`config.mk`:
```
export PLATFORM = sky130hd
export DESIGN_NAME = esc_queue
export DESIGN_NICKNAME = d
export VERILOG_FILES = /design/src/rtl/esc_pkg.sv /design/src/rtl/esc_queue.sv
export SDC_FILE = /design/constraint.sdc
export NUM_CORES = 1
export LEC_CHECK = 0
export BUFFER_PORTS_ARGS = -buffer_cell sky130_fd_sc_hd__buf_4
export CAP_MARGIN = 10
export CORE_MARGIN = 10
export CORE_UTILIZATION = 37
export DETAILED_ROUTE_END_ITERATION = 10
export PLACE_DENSITY_LB_ADDON = 0.08
export RECOVER_POWER = 50
export SKIP_LAST_GASP = 1
export SLEW_MARGIN = 25
export SYNTH_ARGS = -nofsm -noshare
export SYNTH_HDL_FRONTEND = slang
export SYNTH_SLANG_ARGS = --single-unit
```
`constraint.sdc`:
```
create_clock -name clk -period 5 [get_ports clk]
set_clock_uncertainty 0.2 [all_clocks]
set_input_delay 0.5 -clock clk [delete_from_list [all_inputs] [get_ports clk]]
set_output_delay 0.5 -clock clk [all_outputs]
set_load 0.005 [all_outputs]
```
`src/rtl/esc_pkg.sv`:
```
// Shared types, constants and the back-end microprogram of the sensor
// compensation core. No dependencies.
`timescale 1ns / 1ps
`default_nettype none
package esc_pkg;

  localparam int unsigned PC_W      = 7;
  localparam logic [6:0]  LAST_PC   = 7'd77;
  localparam int unsigned DIV_CNT_W = 7;
  localparam logic [6:0]  DIV_STEPS = 7'd64;

  typedef struct packed {
    logic [19:0] adc_p;
    logic [19:0] adc_t;
    logic [15:0] adc_h;
  } item_t;

  typedef struct packed {
    logic        hum_en;
    logic [47:0] cal_temp;
    logic [63:0] cal_press_a;
    logic [63:0] cal_press_b;
    logic [15:0] cal_press_c;
    logic [63:0] cal_hum;
  } cfg_t;

  typedef enum logic [2:0] {
    CFG_HUM_EN  = 3'd0,
    CFG_TEMP    = 3'd1,
    CFG_PRESS_A = 3'd2,
    CFG_PRESS_B = 3'd3,
    CFG_PRESS_C = 3'd4,
    CFG_HUM     = 3'd5
  } cfg_idx_t;

  typedef enum logic [2:0] {
    OP_ADD, OP_SUB, OP_MUL, OP_SHL, OP_ASR, OP_DIV, OP_MIN, OP_MAX
  } op_t;

  typedef enum logic [2:0] {
    BK_IDLE, BK_EXEC, BK_MUL, BK_DIV, BK_EMIT
  } bk_state_t;

  // Operand codes: working registers, constants, item and coefficient fields
  localparam logic [5:0] R0 = 6'd0;
  localparam logic [5:0] R1 = 6'd1;
  localparam logic [5:0] R2 = 6'd2;
  localparam logic [5:0] R3 = 6'd3;
  localparam logic [5:0] R4 = 6'd4;
  localparam logic [5:0] R5 = 6'd5;
  localparam logic [5:0] R6 = 6'd6;
  localparam logic [5:0] R7 = 6'd7;
  localparam logic [5:0] K0        = 6'd16;
  localparam logic [5:0] K5        = 6'd17;
  localparam logic [5:0] K128      = 6'd18;
  localparam logic [5:0] K32767    = 6'd19;
  localparam logic [5:0] KM32768   = 6'd20;
  localparam logic [5:0] K128000   = 6'd21;
  localparam logic [5:0] K2P47     = 6'd22;
  localparam logic [5:0] K1048576  = 6'd23;
  localparam logic [5:0] K3125     = 6'd24;
  localparam logic [5:0] K76800    = 6'd25;
  localparam logic [5:0] K16384    = 6'd26;
  localparam logic [5:0] K32768    = 6'd27;
  localparam logic [5:0] K2097152  = 6'd28;
  localparam logic [5:0] K8192     = 6'd29;
  localparam logic [5:0] KHUMMAX   = 6'd30;
  localparam logic [5:0] F_ADCP = 6'd32;
  localparam logic [5:0] F_ADCT = 6'd33;
  localparam logic [5:0] F_ADCH = 6'd34;
  localparam logic [5:0] F_T1 = 6'd35;
  localparam logic [5:0] F_T2 = 6'd36;
  localparam logic [5:0] F_T3 = 6'd37;
  localparam logic [5:0] F_P1 = 6'd38;
  localparam logic [5:0] F_P2 = 6'd39;
  localparam logic [5:0] F_P3 = 6'd40;
  localparam logic [5:0] F_P4 = 6'd41;
  localparam logic [5:0] F_P5 = 6'd42;
  localparam logic [5:0] F_P6 = 6'd43;
  localparam logic [5:0] F_P7 = 6'd44;
  localparam logic [5:0] F_P8 = 6'd45;
  localparam logic [5:0] F_P9 = 6'd46;
  localparam logic [5:0] F_H1 = 6'd47;
  localparam logic [5:0] F_H2 = 6'd48;
  localparam logic [5:0] F_H3 = 6'd49;
  localparam logic [5:0] F_H4 = 6'd50;
  localparam logic [5:0] F_H5 = 6'd51;
  localparam logic [5:0] F_H6 = 6'd52;

  typedef struct packed {
    op_t        op;
    logic       w32;
    logic [2:0] dst;
    logic [5:0] sa;
    logic [5:0] sb;
    logic [5:0] sh;
  } uword_t;

  function automatic uword_t mk(op_t op, logic w32, logic [5:0] dst,
                                logic [5:0] sa, logic [5:0] sb, logic [5:0] sh);
    uword_t u;
    u.op  = op;
    u.w32 = w32;
    u.dst = dst[2:0];
    u.sa  = sa;
    u.sb  = sb;
    u.sh  = sh;
    return u;
  endfunction

  function automatic uword_t ucode(logic [6:0] pc);
    uword_t u;
    case (pc)
      // temperature, 32-bit wrap; t_fine in R2, result in R3
      7'd0:  u = mk(OP_ASR, 1'b1, R0, F_ADCT, K0, 6'd3);
      7'd1:  u = mk(OP_SHL, 1'b1, R1, F_T1, K0, 6'd1);
      7'd2:  u = mk(OP_SUB, 1'b1, R0, R0, R1, 6'd0);
      7'd3:  u = mk(OP_MUL, 1'b1, R0, R0, F_T2, 6'd0);
      7'd4:  u = mk(OP_ASR, 1'b1, R0, R0, K0, 6'd11);
      7'd5:  u = mk(OP_ASR, 1'b1, R1, F_ADCT, K0, 6'd4);
      7'd6:  u = mk(OP_SUB, 1'b1, R1, R1, F_T1, 6'd0);
      7'd7:  u = mk(OP_MUL, 1'b1, R1, R1, R1, 6'd0);
      7'd8:  u = mk(OP_ASR, 1'b1, R1, R1, K0, 6'd12);
      7'd9:  u = mk(OP_MUL, 1'b1, R1, R1, F_T3, 6'd0);
      7'd10: u = mk(OP_ASR, 1'b1, R1, R1, K0, 6'd14);
      7'd11: u = mk(OP_ADD, 1'b1, R2, R0, R1, 6'd0);
      7'd12: u = mk(OP_MUL, 1'b1, R0, R2, K5, 6'd0);
      7'd13: u = mk(OP_ADD, 1'b1, R0, R0, K128, 6'd0);
      7'd14: u = mk(OP_ASR, 1'b1, R0, R0, K0, 6'd8);
      7'd15: u = mk(OP_MIN, 1'b1, R0, R0, K32767, 6'd0);
      7'd16: u = mk(OP_MAX, 1'b1, R3, R0, KM32768, 6'd0);
      // pressure, 64-bit wrap; divisor stays in R0, result in R1
      7'd17: u = mk(OP_SUB, 1'b0, R0, R2, K128000, 6'd0);
      7'd18: u = mk(OP_MUL, 1'b0, R1, R0, R0, 6'd0);
      7'd19: u = mk(OP_MUL, 1'b0, R4, R1, F_P6, 6'd0);
      7'd20: u = mk(OP_MUL, 1'b0, R5, R0, F_P5, 6'd0);
      7'd21: u = mk(OP_SHL, 1'b0, R5, R5, K0, 6'd17);
      7'd22: u = mk(OP_ADD, 1'b0, R4, R4, R5, 6'd0);
      7'd23: u = mk(OP_SHL, 1'b0, R5, F_P4, K0, 6'd35);
      7'd24: u = mk(OP_ADD, 1'b0, R4, R4, R5, 6'd0);
      7'd25: u = mk(OP_MUL, 1'b0, R1, R1, F_P3, 6'd0);
      7'd26: u = mk(OP_ASR, 1'b0, R1, R1, K0, 6'd8);
      7'd27: u = mk(OP_MUL, 1'b0, R5, R0, F_P2, 6'd0);
      7'd28: u = mk(OP_SHL, 1'b0, R5, R5, K0, 6'd12);
      7'd29: u = mk(OP_ADD, 1'b0, R0, R1, R5, 6'd0);
      7'd30: u = mk(OP_ADD, 1'b0, R0, R0, K2P47, 6'd0);
      7'd31: u = mk(OP_MUL, 1'b0, R0, R0, F_P1, 6'd0);
      7'd32: u = mk(OP_ASR, 1'b0, R0, R0, K0, 6'd33);
      7'd33: u = mk(OP_SUB, 1'b0, R1, K1048576, F_ADCP, 6'd0);
      7'd34: u = mk(OP_SHL, 1'b0, R1, R1, K0, 6'd31);
      7'd35: u = mk(OP_SUB, 1'b0, R1, R1, R4, 6'd0);
      7'd36: u = mk(OP_MUL, 1'b0, R1, R1, K3125, 6'd0);
      7'd37: u = mk(OP_DIV, 1'b0, R1, R1, R0, 6'd0);
      7'd38: u = mk(OP_ASR, 1'b0, R5, R1, K0, 6'd13);
      7'd39: u = mk(OP_MUL, 1'b0, R6, F_P9, R5, 6'd0);
      7'd40: u = mk(OP_MUL, 1'b0, R6, R6, R5, 6'd0);
      7'd41: u = mk(OP_ASR, 1'b0, R6, R6, K0, 6'd25);
      7'd42: u = mk(OP_MUL, 1'b0, R7, F_P8, R1, 6'd0);
      7'd43: u = mk(OP_ASR, 1'b0, R7, R7, K0, 6'd19);
      7'd44: u = mk(OP_ADD, 1'b0, R1, R1, R6, 6'd0);
      7'd45: u = mk(OP_ADD, 1'b0, R1, R1, R7, 6'd0);
      7'd46: u = mk(OP_ASR, 1'b0, R1, R1, K0, 6'd8);
      7'd47: u = mk(OP_SHL, 1'b0, R7, F_P7, K0, 6'd4);
      7'd48: u = mk(OP_ADD, 1'b0, R1, R1, R7, 6'd0);
      // humidity, 32-bit wrap; result in R5
      7'd49: u = mk(OP_SUB, 1'b1, R4, R2, K76800, 6'd0);
      7'd50: u = mk(OP_SHL, 1'b1, R5, F_ADCH, K0, 6'd14);
      7'd51: u = mk(OP_SHL, 1'b1, R6, F_H4, K0, 6'd20);
      7'd52: u = mk(OP_SUB, 1'b1, R5, R5, R6, 6'd0);
      7'd53: u = mk(OP_MUL, 1'b1, R6, F_H5, R4, 6'd0);
      7'd54: u = mk(OP_SUB, 1'b1, R5, R5, R6, 6'd0);
      7'd55: u = mk(OP_ADD, 1'b1, R5, R5, K16384, 6'd0);
      7'd56: u = mk(OP_ASR, 1'b1, R5, R5, K0, 6'd15);
      7'd57: u = mk(OP_MUL, 1'b1, R6, R4, F_H6, 6'd0);
      7'd58: u = mk(OP_ASR, 1'b1, R6, R6, K0, 6'd10);
      7'd59: u = mk(OP_MUL, 1'b1, R7, R4, F_H3, 6'd0);
      7'd60: u = mk(OP_ASR, 1'b1, R7, R7, K0, 6'd11);
      7'd61: u = mk(OP_ADD, 1'b1, R7, R7, K32768, 6'd0);
      7'd62: u = mk(OP_MUL, 1'b1, R6, R6, R7, 6'd0);
      7'd63: u = mk(OP_ASR, 1'b1, R6, R6, K0, 6'd10);
      7'd64: u = mk(OP_ADD, 1'b1, R6, R6, K2097152, 6'd0);
      7'd65: u = mk(OP_MUL, 1'b1, R6, R6, F_H2, 6'd0);
      7'd66: u = mk(OP_ADD, 1'b1, R6, R6, K8192, 6'd0);
      7'd67: u = mk(OP_ASR, 1'b1, R6, R6, K0, 6'd14);
      7'd68: u = mk(OP_MUL, 1'b1, R5, R5, R6, 6'd0);
      7'd69: u = mk(OP_ASR, 1'b1, R6, R5, K0, 6'd15);
      7'd70: u = mk(OP_MUL, 1'b1, R6, R6, R6, 6'd0);
      7'd71: u = mk(OP_ASR, 1'b1, R6, R6, K0, 6'd7);
      7'd72: u = mk(OP_MUL, 1'b1, R6, R6, F_H1, 6'd0);
      7'd73: u = mk(OP_ASR, 1'b1, R6, R6, K0, 6'd4);
      7'd74: u = mk(OP_SUB, 1'b1, R5, R5, R6, 6'd0);
      7'd75: u = mk(OP_MAX, 1'b1, R5, R5, K0, 6'd0);
      7'd76: u = mk(OP_MIN, 1'b1, R5, R5, KHUMMAX, 6'd0);
      7'd77: u = mk(OP_ASR, 1'b1, R5, R5, K0, 6'd12);
      default: u = mk(OP_ADD, 1'b0, R0, R0, K0, 6'd0);
    endcase
    return u;
  endfunction

endpackage
`default_nettype wire

```
`src/rtl/esc_queue.sv`:
```
// Two-entry item queue between the front and the back end.
// Depends on esc_pkg.
`timescale 1ns / 1ps
`default_nettype none
module esc_queue (
  input  wire logic          clk,
  input  wire logic          rst_n,
  input  wire logic          push,
  input  wire esc_pkg::item_t push_item,
  input  wire logic          pop,
  output logic               full,
  output logic               empty,
  output esc_pkg::item_t     head
);
  import esc_pkg::*;

  item_t      mem_r [2];
  logic       wp_r, rp_r;
  logic [1:0] cnt_r;

  assign full  = (cnt_r == 2'd2);
  assign empty = (cnt_r == 2'd0);
  assign head  = mem_r[rp_r];

  always_ff @(posedge clk) begin
    if (!rst_n) begin
      wp_r  <= 1'b0;
      rp_r  <= 1'b0;
      cnt_r <= 2'd0;
    end else begin
      if (push) wp_r <= ~wp_r;
      if (pop) rp_r <= ~rp_r;
      cnt_r <= cnt_r + {1'b0, push} - {1'b0, pop};
    end
  end

  always_ff @(posedge clk) begin
    if (push) mem_r[wp_r] <= push_item;
  end

endmodule
`default_nettype wire

```
==> impl_metrics.yaml <==
outcome:
  outcome: "complete, but fails checks"
  violations: "max-capacitance violations, max-slew violations"
die:
  die_w_microns: 129
  core_region_area_sq_um: 11600
  rows: 39
  io_pins: 118
  fp.dieH_microns: 129
  die-area_sq_um: 16800
  start_util_pct: 38.3
logic_synthesis:
  synth_top_cell_area_share_pct: 75.9
  synthTopCellsByArea: "edfxtp_1 76%, mux2_4 14%, mux2_2 4.1%, dfxtp_1 2.3%, buf_6 1.3%"
  syn-num-nets: 257
  seq_area_frac_synth_pct: 78.2
  ys_warn_count: 0
  synth_top_cell_by_area: "edfxtp_1"
  syn_area_sq_um: 4430
  ys_types: 14
  synth_cells: 195
  synth.avg_cell_area_sq_um: 22.7
  ys_ff_latch: 117
pwr:
  p_per_area_nw_per_um2: 424
  leakage_nw: 2.31
  finalPower_mw: 2.53
  ir_drop_mv: 0.165
cells_and_area:
  fin_nets: 390
  insertedDiodeCount: 0
  final_cell_mix: "112 x edfxtp_1, 63 x buf_4, 42 x clkbuf_4"
  fin_area_sq_um: 5970
  final_cells: 483
  nFillCells: 981
  mostFrequentLayoutCell: "edfxtp_1"
  drive_gt1_share_pct: 56.2
  area_growth_pct: 34.7
place:
  place_area_sq_um: 5450
  detailed_place_hpwl_microns: 5760
  globalplace.congestion: 0.685
  dp.cells: 451
  io_buffers: 117
worst_setup_path:
  cp.required_ps: 4860
  worst_ep_arrival_time_ps: 2680
  crit_buf_inv: 2
  cp_max_fo: 25
  crit_family: "simple AND/OR/NAND/NOR gates"
  cp_slowest_cell: "nor2b_1"
  crit_type: "reg2reg"
  end_kind: "flop"
  critPathLaunchType: "flop"
  path_cells: "nor2b_1, buf_16, buf_4"
  slowest_delay_ps: 1360
sta:
  final_max_slew_viol_count: 18
  hold_ws_ps: 109
  fmax_ghz: 0.354
  worst_slew_pin_slew_ps: 1830
  period_minus_slack_ps: 2820
  fin_crit_sh_pct: 56.5
  relSlewSlack_pct: -22.1
  hold_viol_final: 0
  final.setup.tns_ps: 0
  setup_viol: 0
  rsz0062_at_grt: "false"
detailed_routing:
  drc_errors: 0
  postRouteAntennaNets: 0
  vias: 2203
  first_pass_iters: 4
  wl_microns: 8640
  drt_iter0_markers: 91
  viasPerCell: 4.56
  wire_per_inst_microns: 17.9
cts:
  h-tree-depth: 4
  insertion_delay_ps: 400
  cts_tree: "built"
  cts-root-buf: "clkbuf_16"
  cts_buffers: 17
  clk_pin_slew_worst_paths_ps: 50
  cts.sinks: 117
  postCtsHoldBufs: 0
  cts_buffer_depth: 2
  cts.repair.resized: 0
  post_cts_buffers: 0
grt:
  grt_overflow: 0
  grt_pass1_wl_microns: 13100
  grt_start_max_net_pins: 57
  antenna_found_initial: 0
  grt_pass1_vias: 2451
  grt_use_total_pct: 10.5
flow_run:
  drv_cap: 1
min_path:
  hold_class: "in2reg"
## layer usage
metal  GRT usage (%)  vias up  routed length (microns)
met5               0        -                        0
met4            5.75        0                      156
met3            4.65       14                      687
met2            17.2       72                     4400
met1            11.1     1088                     3390
li1                -     1029                        -
## synth_stat cells
cell type and n:
buf_6 5, edfxtp_1 112, buf_2 1, mux2_2 16
xnor3_1 1, mux2_4 40, dfxtp_1 5, inv_1 2
nor2b_1 4, ha_1 2, and2_1 4, nor2_1 1
o21a_1 1, xor2_1 1
## stage by stage
stage,utilization (%),worst slack [ps]
3_5_place_dp,47.2,2470
5_1_grt,51.6,1920
2_1_floorplan,-,1320
6_report,51.6,2180
4_1_cts,51.9,2220
3_3_place_gp,47.2,2470
## sequential cells by signal, indices dropped and copies added, names as in the netlist, named ones only
signal,cells
cnt_r,2
mem_r,112
rp_r,1
wp_r,1
## worst paths after layout
check                              startpoint           end  slack (ps)  cells past startpoint
worst max-delay path                     wp_r  mem_r[0][44]        2180                      3
worst min-delay path            push_item[12]  mem_r[0][12]         110                      1
worst max register to register           wp_r  mem_r[0][44]        2180                      3
worst min register to register           rp_r          flop         380                      2
## cells by family (layout without fill, tap and decap cells)
family,after synthesis,after routing,synth area share [%]
multiplexers,56,56,17.6
buffers and inverters,8,153,1.55
adder cells (fa/ha/maj),2,2,0.565
flip-flops,117,117,78.2
AND/OR/NAND/NOR,9,9,1.21
AO/OA/AOI/OAI,1,1,0.170
XOR/XNOR,2,2,0.706
## power breakdown
part	total, mW	switching [mW]	leakage (nW)	internal (mW)
clock network	1.10	0.384	0.269	0.719
registers	1.17	0.0365	1.09	1.14
logic	0.253	0.0866	0.949	0.167
## worst register-to-register path, cell delays in order, from the launching register on
cell	delay, ps
dfxtp_1	310
nor2b_1	1360
buf_16	250
buf_4	360
## cell type report
class,count,area (sq um),area share [%]
sequential,117,3470,58.1
multi-input combinational,70,898,15.1
timing repair buffer,120,868,14.6
clock buffer,19,433,7.26
tap,143,179,3.00
clock inverter,12,114,1.91
inverter,2,7.51,0.126
No activity file was read; power rests on OpenSTA's default activity.
